==> config.mk <==
export PLATFORM = sky130hd
export DESIGN_NAME = deque_with_value_delete
export DESIGN_NICKNAME = d
export VERILOG_FILES = /design/src/sv/dqvd_pkg.sv /design/src/sv/dqvd_ram.sv /design/src/sv/deque_with_value_delete.sv
export VERILOG_INCLUDE_DIRS = /design/src /design/src/sv
export SDC_FILE = /design/constraint.sdc
export NUM_CORES = 2
export LEC_CHECK = 0
export BUFFER_PORTS_ARGS = -buffer_cell sky130_fd_sc_hd__buf_2
export CORE_MARGIN = 2
export CORE_UTILIZATION = 60
export DETAILED_ROUTE_END_ITERATION = 6
export PLACE_DENSITY = 0.79
export SLEW_MARGIN = 20
export SYNTH_ARGS = -nofsm -noshare
export SYNTH_HDL_FRONTEND = slang
export SYNTH_SLANG_ARGS = --single-unit
==> constraint.sdc <==
create_clock -name i_clk -period 8.5 [get_ports i_clk]
set_clock_uncertainty 0.2 [all_clocks]
set_input_delay 0.85 -clock i_clk [delete_from_list [all_inputs] [get_ports i_clk]]
set_output_delay 0.85 -clock i_clk [all_outputs]
set_load 0.1 [all_outputs]
==> src/sv/deque_with_value_delete_defines.svh <==
`ifndef DEQUE_WITH_VALUE_DELETE_DEFINES_SVH
`define DEQUE_WITH_VALUE_DELETE_DEFINES_SVH

// same-cycle implication, disabled while in reset
`define DQ_ASSERT_NOW(lbl, ante, cons) \
    lbl: assert property (@(posedge i_clk) disable iff (!i_rst_n) (ante) |-> (cons)) \
        else $error("deque assertion failed");

// next-cycle implication, disabled while in reset
`define DQ_ASSERT_NEXT(lbl, ante, cons) \
    lbl: assert property (@(posedge i_clk) disable iff (!i_rst_n) (ante) |=> (cons)) \
        else $error("deque assertion failed");

`endif

==> src/sv/dqvd_pkg.sv <==
package dqvd_pkg;

    // DEPTH must be a power of two: slot indexes wrap by truncation
    localparam int DEPTH       = 64;
    localparam int VALUE_WIDTH = 32;
    localparam int ADDR_W      = $clog2(DEPTH);
    localparam int CNT_W       = $clog2(DEPTH + 1);

    typedef logic [ADDR_W-1:0]      t_addr;
    typedef logic [CNT_W-1:0]       t_cnt;
    typedef logic [VALUE_WIDTH-1:0] t_value;

    typedef enum logic [2:0] {
        OP_PUSH_BACK  = 3'd0,
        OP_PUSH_FRONT = 3'd1,
        OP_POP_FRONT  = 3'd2,
        OP_POP_BACK   = 3'd3,
        OP_DELETE     = 3'd4,
        OP_CHECK      = 3'd5
    } t_op;

    typedef enum logic [1:0] {
        ST_DONE = 2'd0,
        ST_MISS = 2'd1,
        ST_FULL = 2'd2
    } t_status;

    typedef enum logic [2:0] {
        S_IDLE,
        S_SCAN,
        S_RD_FRONT,
        S_RD_BACK,
        S_CAP_BACK,
        S_FIN
    } t_state;

endpackage

==> src/sv/dqvd_ram.sv <==
module dqvd_ram #(
    parameter int WIDTH = 32,
    parameter int DEPTH = 64
) (
    input  logic                     i_clk,
    input  logic                     i_we,
    input  logic [$clog2(DEPTH)-1:0] i_waddr,
    input  logic [WIDTH-1:0]         i_wdata,
    input  logic [$clog2(DEPTH)-1:0] i_raddr,
    output logic [WIDTH-1:0]         o_rdata
);

    logic [WIDTH-1:0] r_mem [DEPTH];
    logic [WIDTH-1:0] r_rdata;

    always_ff @(posedge i_clk) begin
        if (i_we) begin
            r_mem[i_waddr] <= i_wdata;
        end
        r_rdata <= r_mem[i_raddr];
    end

    assign o_rdata = r_rdata;

endmodule

==> src/sv/deque_with_value_delete.sv <==
// Sequence: push/pop go from accept through S_RD_FRONT, S_RD_BACK, S_CAP_BACK
// and S_FIN to the result; delete/check first scan in S_SCAN (check stops at
// the first match). One transaction at a time: next accept in the cycle after
// the result is loaded, which S_FIN defers while an earlier result is untaken;
// the scan compares one stored entry per cycle through one RAM read port.
// Reset (synchronous, active low): queue empty, head at slot 0, no result
// pending. Entry storage is not cleared.
`include "deque_with_value_delete_defines.svh"

module deque_with_value_delete (
    input  logic                       i_clk,
    input  logic                       i_rst_n,
    input  logic                       i_valid,
    output logic                       o_ready,
    input  logic [2:0]                 i_operation,
    input  logic [31:0]                i_value,
    output logic                       o_valid,
    input  logic                       i_ready,
    output logic [1:0]                 o_status,
    output logic                       o_found,
    output logic [dqvd_pkg::CNT_W-1:0] o_entry_count,
    output logic [31:0]                o_front_value,
    output logic [31:0]                o_back_value
);

    import dqvd_pkg::*;

    t_state  r_state, n_state;
    t_op     r_op, n_op;
    t_value  r_value, n_value;
    t_addr   r_head, n_head;
    t_cnt    r_occ, n_occ;
    t_cnt    r_rd_idx, n_rd_idx;
    t_cnt    r_kept, n_kept;
    logic    r_cmp_vld, n_cmp_vld;
    logic    r_found, n_found;
    t_status r_status, n_status;
    t_value  r_front, n_front;
    t_value  r_back, n_back;

    logic    r_out_vld;
    t_status r_out_status;
    logic    r_out_found;
    t_cnt    r_out_count;
    t_value  r_out_front;
    t_value  r_out_back;

    logic    in_acc;
    logic    out_load;
    logic    full;
    logic    empty;
    logic    issue;
    logic    match;
    logic    scan_done;

    logic    ram_we;
    t_addr   ram_waddr;
    t_value  ram_wdata;
    t_addr   ram_raddr;
    t_value  ram_rdata;

    dqvd_ram #(
        .WIDTH (VALUE_WIDTH),
        .DEPTH (DEPTH)
    ) u_ram (
        .i_clk   (i_clk),
        .i_we    (ram_we),
        .i_waddr (ram_waddr),
        .i_wdata (ram_wdata),
        .i_raddr (ram_raddr),
        .o_rdata (ram_rdata)
    );

    assign o_ready   = (r_state == S_IDLE);
    assign in_acc    = i_valid && o_ready;
    assign full      = (r_occ == CNT_W'(DEPTH));
    assign empty     = (r_occ == '0);
    assign issue     = (r_rd_idx < r_occ);
    assign match     = (ram_rdata == r_value);
    assign scan_done = !issue || ((r_op == OP_CHECK) && r_cmp_vld && match);
    assign out_load  = (r_state == S_FIN) && (!r_out_vld || i_ready);

    always_comb begin
        n_state = r_state;
        unique case (r_state)
            S_IDLE: begin
                if (in_acc) begin
                    if ((t_op'(i_operation) == OP_DELETE) ||
                        (t_op'(i_operation) == OP_CHECK)) begin
                        n_state = S_SCAN;
                    end else begin
                        n_state = S_RD_FRONT;
                    end
                end
            end
            S_SCAN: begin
                if (scan_done) begin
                    n_state = S_RD_FRONT;
                end
            end
            S_RD_FRONT: n_state = S_RD_BACK;
            S_RD_BACK:  n_state = S_CAP_BACK;
            S_CAP_BACK: n_state = S_FIN;
            S_FIN: begin
                if (out_load) begin
                    n_state = S_IDLE;
                end
            end
            default: n_state = S_IDLE;
        endcase
    end

    always_comb begin
        n_op      = r_op;
        n_value   = r_value;
        n_head    = r_head;
        n_occ     = r_occ;
        n_rd_idx  = r_rd_idx;
        n_kept    = r_kept;
        n_cmp_vld = r_cmp_vld;
        n_found   = r_found;
        n_status  = r_status;
        n_front   = r_front;
        n_back    = r_back;
        ram_we    = 1'b0;
        ram_waddr = r_head;
        ram_wdata = r_value;
        ram_raddr = r_head;

        unique case (r_state)
            S_IDLE: begin
                if (in_acc) begin
                    n_op      = t_op'(i_operation);
                    n_value   = i_value[VALUE_WIDTH-1:0];
                    n_rd_idx  = '0;
                    n_kept    = '0;
                    n_cmp_vld = 1'b0;
                    n_found   = 1'b0;
                    n_status  = ST_DONE;
                    ram_wdata = i_value[VALUE_WIDTH-1:0];
                    unique case (t_op'(i_operation))
                        OP_PUSH_BACK: begin
                            if (full) begin
                                n_status = ST_FULL;
                            end else begin
                                ram_we    = 1'b1;
                                ram_waddr = r_head + r_occ[ADDR_W-1:0];
                                n_occ     = r_occ + CNT_W'(1);
                            end
                        end
                        OP_PUSH_FRONT: begin
                            if (full) begin
                                n_status = ST_FULL;
                            end else begin
                                ram_we    = 1'b1;
                                ram_waddr = r_head - ADDR_W'(1);
                                n_head    = r_head - ADDR_W'(1);
                                n_occ     = r_occ + CNT_W'(1);
                            end
                        end
                        OP_POP_FRONT: begin
                            if (empty) begin
                                n_status = ST_MISS;
                            end else begin
                                n_head = r_head + ADDR_W'(1);
                                n_occ  = r_occ - CNT_W'(1);
                            end
                        end
                        OP_POP_BACK: begin
                            if (empty) begin
                                n_status = ST_MISS;
                            end else begin
                                n_occ = r_occ - CNT_W'(1);
                            end
                        end
                        default: ;
                    endcase
                end
            end
            S_SCAN: begin
                // read slot rd_idx while comparing the entry read last cycle
                ram_raddr = r_head + r_rd_idx[ADDR_W-1:0];
                n_cmp_vld = issue;
                if (issue) begin
                    n_rd_idx = r_rd_idx + CNT_W'(1);
                end
                if (r_cmp_vld) begin
                    if (match) begin
                        n_found = 1'b1;
                    end else if (r_op == OP_DELETE) begin
                        ram_we    = 1'b1;
                        ram_waddr = r_head + r_kept[ADDR_W-1:0];
                        ram_wdata = ram_rdata;
                        n_kept    = r_kept + CNT_W'(1);
                    end
                end
                if (scan_done) begin
                    n_cmp_vld = 1'b0;
                    n_status  = n_found ? ST_DONE : ST_MISS;
                    if (r_op == OP_DELETE) begin
                        n_occ = n_kept;
                    end
                end
            end
            S_RD_FRONT: begin
                ram_raddr = r_head;
            end
            S_RD_BACK: begin
                ram_raddr = r_head + r_occ[ADDR_W-1:0] - ADDR_W'(1);
                n_front   = empty ? '0 : ram_rdata;
            end
            S_CAP_BACK: begin
                n_back = empty ? '0 : ram_rdata;
            end
            S_FIN: ;
            default: ;
        endcase
    end

    always_ff @(posedge i_clk) begin
        if (!i_rst_n) begin
            r_state   <= S_IDLE;
            r_head    <= '0;
            r_occ     <= '0;
            r_cmp_vld <= 1'b0;
            r_out_vld <= 1'b0;
        end else begin
            r_state   <= n_state;
            r_head    <= n_head;
            r_occ     <= n_occ;
            r_cmp_vld <= n_cmp_vld;
            if (out_load) begin
                r_out_vld <= 1'b1;
            end else if (i_ready) begin
                r_out_vld <= 1'b0;
            end
        end
    end

    always_ff @(posedge i_clk) begin
        r_op     <= n_op;
        r_value  <= n_value;
        r_rd_idx <= n_rd_idx;
        r_kept   <= n_kept;
        r_found  <= n_found;
        r_status <= n_status;
        r_front  <= n_front;
        r_back   <= n_back;
        if (out_load) begin
            r_out_status <= r_status;
            r_out_found  <= r_found;
            r_out_count  <= r_occ;
            r_out_front  <= r_front;
            r_out_back   <= r_back;
        end
    end

    assign o_valid       = r_out_vld;
    assign o_status      = r_out_status;
    assign o_found       = r_out_found;
    assign o_entry_count = r_out_count;
    assign o_front_value = 32'(r_out_front);
    assign o_back_value  = 32'(r_out_back);

    `DQ_ASSERT_NOW(a_occ_bound, 1'b1, r_occ <= CNT_W'(DEPTH))
    `DQ_ASSERT_NEXT(a_busy_after_accept, in_acc, r_state != S_IDLE)
    `DQ_ASSERT_NOW(a_compact_behind_read, (r_state == S_SCAN) && ram_we, r_kept < r_rd_idx)
    `DQ_ASSERT_NOW(a_empty_reads_zero, r_out_vld && (r_out_count == '0),
                   (r_out_front == '0) && (r_out_back == '0))

endmodule
==> results_dict.tcl <==
set metrics [dict create \
    r2r_slack_ns 1.95 \
    grt_first_pass_wirelength_um 397000 \
    min_period_ns 6.55 \
    worstMarginPinSlew_ns 1.31 \
    initial_core_util_pct 60.4 \
    synth-xor-area-share_pct 0.594 \
    clk_pin_slew_worst_paths_ns 0.07 \
    cp_cell_sequence "ha_1, fa_1, inv_1, ha_1, and2_1, buf_4, nor3_4, or2_4, buf_4, a211oi_1, a311oi_1, a311oi_1, a311oi_1, or4_1" \
    hp-start "i_operation[1]" \
    netlist_area_um2 92900 \
    final_common_cell "edfxtp_1" \
    place_area_um2 96300 \
    ir_worst_vdd_uv 286 \
    yosysTopAreaCellShare_pct 72.4 \
    powerDensity_nw_per_um2 301 \
    drive_gt1_share_pct 10.3 \
    setup_viol 0 \
    routed-wl-met3_um 39400 \
    fillers 9934 \
    postCtsSetupBuffers 0 \
    synth.distinct_cells 73 \
    avgSynthCellArea_um2 13.3 \
    antenna_found_initial 44 \
    ios 115 \
    layout.area.seq_um2 68200 \
    period_share_pct 77.1 \
    cts_hold_buf 0 \
    crit_fanout 54 \
    synth_mux_area_share_pct 0.315 \
    ys_async_sr_fraction_pct 0 \
    maxSlewHeadroom_pct 12.2 \
    required_ns 9.05 \
    ys.flop_type "edfxtp_1" \
    synth_compound_area_share_pct 7.26 \
    rsz0062_at_grt "false" \
    max_freq_mhz 153 \
    min_to "r_op[1]$_DFFE_PP_" \
    hold_path_depth 1 \
    drc 1 \
    final_area_um2 104000 \
    dr_total_vias 63155 \
    status "finished with violations" \
    cp.arrival_ns 7.10 \
    hold_slack_ns 0.0848 \
    crit_top_cell "a311oi_1" \
    drv_slew 0 \
    drt_iter0_markers 11040 \
    cts_made_buffers 215 \
    hold_viol_final 0 \
    rows 144 \
    power_leakage_nw 35.2 \
    yosys_warnings 0 \
    multi_input_area_um2 23500 \
    first_global_vias 59922 \
    cts_resized 0 \
    max-cap-violations 0 \
    grtUsageTotal_pct 34.5 \
    synth-adder-area-share_pct 0.504 \
    wl_met2_um 125000 \
    worstRegToRegCells 14 \
    syn_nets 7042 \
    firstDrtPassIters 7 \
    via_per_inst 6.86 \
    portBuffers 114 \
    grt_max_degree 156 \
    gr-total-overflow 0 \
    synth_top_family_by_area "simple AND/OR/NAND/NOR gates" \
    r2r_start "r_head[0]$_SDFFE_PN0P_" \
    routed_wl_um 277000 \
    place_congestion 0.965 \
    dp_hpwl_um 154000 \
    cp-start-kind "flip-flop" \
    cts_root_buf "clkbuf_16" \
    ant_nets 0 \
    area_growth_pct 11.7 \
    end_kind "flip-flop" \
    die_height_um 397 \
    rr_endpoint "u_ram.o_rdata[11]$_DFF_P_" \
    fin_nets 7027 \
    cts_sinks 2288 \
    setup_tns_ns 0 \
    clock_path_buffers 3 \
    total_power_mw 31.3 \
    ys_seq_area_share_pct 73.4 \
    insertion_delay_ns 0.87 \
    core_area_um2 154000 \
    cp_slowest_cell "a311oi_1" \
    synth-edff-count 2238 \
    violations "DRC" \
    synth_seq_cells 2288 \
    h-tree-depth 4 \
    m1WireLength_um 93400 \
    wl_per_cell_um 30.1 \
    syn_inst 6968 \
    yosys-top-cells-area "edfxtp_1, nand2_1, nand3_1" \
    final_cell_mix "edfxtp_1, nand2_1, nand3_1, a311oi_1, clkbuf_16" \
    path_class "reg -> reg" \
    die_width_um 397 \
    synthSimpleGateAreaFrac_pct 15.5 \
    min_path_type "in -> reg" \
    yosysTopAreaCell "edfxtp_1" \
    cts_tree "done" \
    slowest_delay_ns 1.05 \
    die-area_um2 158000 \
    top_layer "met5" \
]
layout make-up:
class / count / share of cell area [%]
Antenna cell: 18 / 0.0434
Clock inverter: 145 / 1.31
Sequential cell: 2288 / 65.8
Multi-Input combinational cell: 4148 / 22.6
Clock buffer: 264 / 5.46
Tap cell: 2044 / 2.47
Inverter: 23 / 0.0832
Timing Repair Buffer: 277 / 2.27
layer usage:
metal | vias up | global-route usage (%)
li1 | 26249 | -
met1 | 30851 | 44.2
met2 | 5081 | 51.4
met3 | 948 | 11.0
met4 | 26 | 22.0
met5 | - | 0
report_power, final:
group / internal [mW] / leakage, nW / switching [mW]
clock network: 5.41 / 3.43 / 4.20
registers: 14.3 / 20.7 / 0.319
logic: 1.32 / 11.0 / 5.68
worst max-delay path by stage:
stage / from / end / slack, ns
2_1_floorplan: i_operation[2] / u_ram.r_mem[6][0]$_DFFE_PP_ / 1.96
6_report: r_head[0]$_SDFFE_PN0P_ / u_ram.o_rdata[11]$_DFF_P_ / 1.95
3_3_place_gp: r_head[0]$_SDFFE_PN0P_ / u_ram.o_rdata[23]$_DFF_P_ / 2.13
3_5_place_dp: r_head[0]$_SDFFE_PN0P_ / u_ram.o_rdata[11]$_DFF_P_ / 2.30
4_1_cts: r_head[0]$_SDFFE_PN0P_ / u_ram.o_rdata[11]$_DFF_P_ / 2.31
5_1_grt: r_head[0]$_SDFFE_PN0P_ / u_ram.o_rdata[18]$_DFF_P_ / 2.05
cell families after synthesis:
| family | after synthesis |
|---|---|
| AO/OA/AOI/OAI | 812 |
| XOR/XNOR | 63 |
| adder cells (fa/ha/maj) | 35 |
| buffers and inverters | 532 |
| flip-flops | 2288 |
| multiplexers | 29 |
| AND/OR/NAND/NOR | 3209 |
stage by stage:
stage	cells	utilization [%]	worst slack, ns
6_report	9207	67.4	1.95
3_3_place_gp	8762	62.5	2.13
4_1_cts	9177	67.2	2.31
5_1_grt	9190	67.4	2.05
2_1_floorplan	6968	-	1.96
3_5_place_dp	8768	62.6	2.30
cell usage after synthesis (all sizes together), types with 3 or more instances:
master and number:
a311oi 347, o22ai 3, and3 72, inv 23, o21a 5, nor2 95, xnor2 19, dfxtp 50
nand4 5, and4 3, a21o 11, and2 10, nand3b 34, o31ai 3, o221a 3, a311o 78
or4 33, o311a 32, xor2 44, nand3 782, fa 4, a211o 3, a31oi 5, o211ai 3
a21oi 50, o21ai 29, or3 8, nor2b 36, ha 31, a32oi 33, nor3 10, mux2i 27
nor4 28, edfxtp 2238, o211a 17, nor3b 164, nand2b 20, a21boi 4, o2111ai 4, o21bai 4
or2 3, clkbuf 363, buf 146, a211oi 164, nand2 1902
worst max-delay path, delay by kind of cell, from the launching register on:
kind | cells | cell delay [ns]
adders and majority gates | 3 | 0.96
and+or+nand+nor | 4 | 1.68
buffers and inverters | 3 | 0.85
DFF | 1 | 0.60
AOI/OAI and AO/OA | 4 | 2.02
state kept, by name (all words and copies together), names as in the netlist, 2 cells and up:
signal,cells
o_back_value,32
o_entry_count,7
o_front_value,32
o_status,2
r_back,32
r_front,32
r_head,6
r_kept,7
r_occ,7
r_op,3
r_rd_idx,7
r_state,3
r_status,2
r_value,32
u_ram.o_rdata,32
u_ram.r_mem,2048
(Power assumes the default switching activity.)
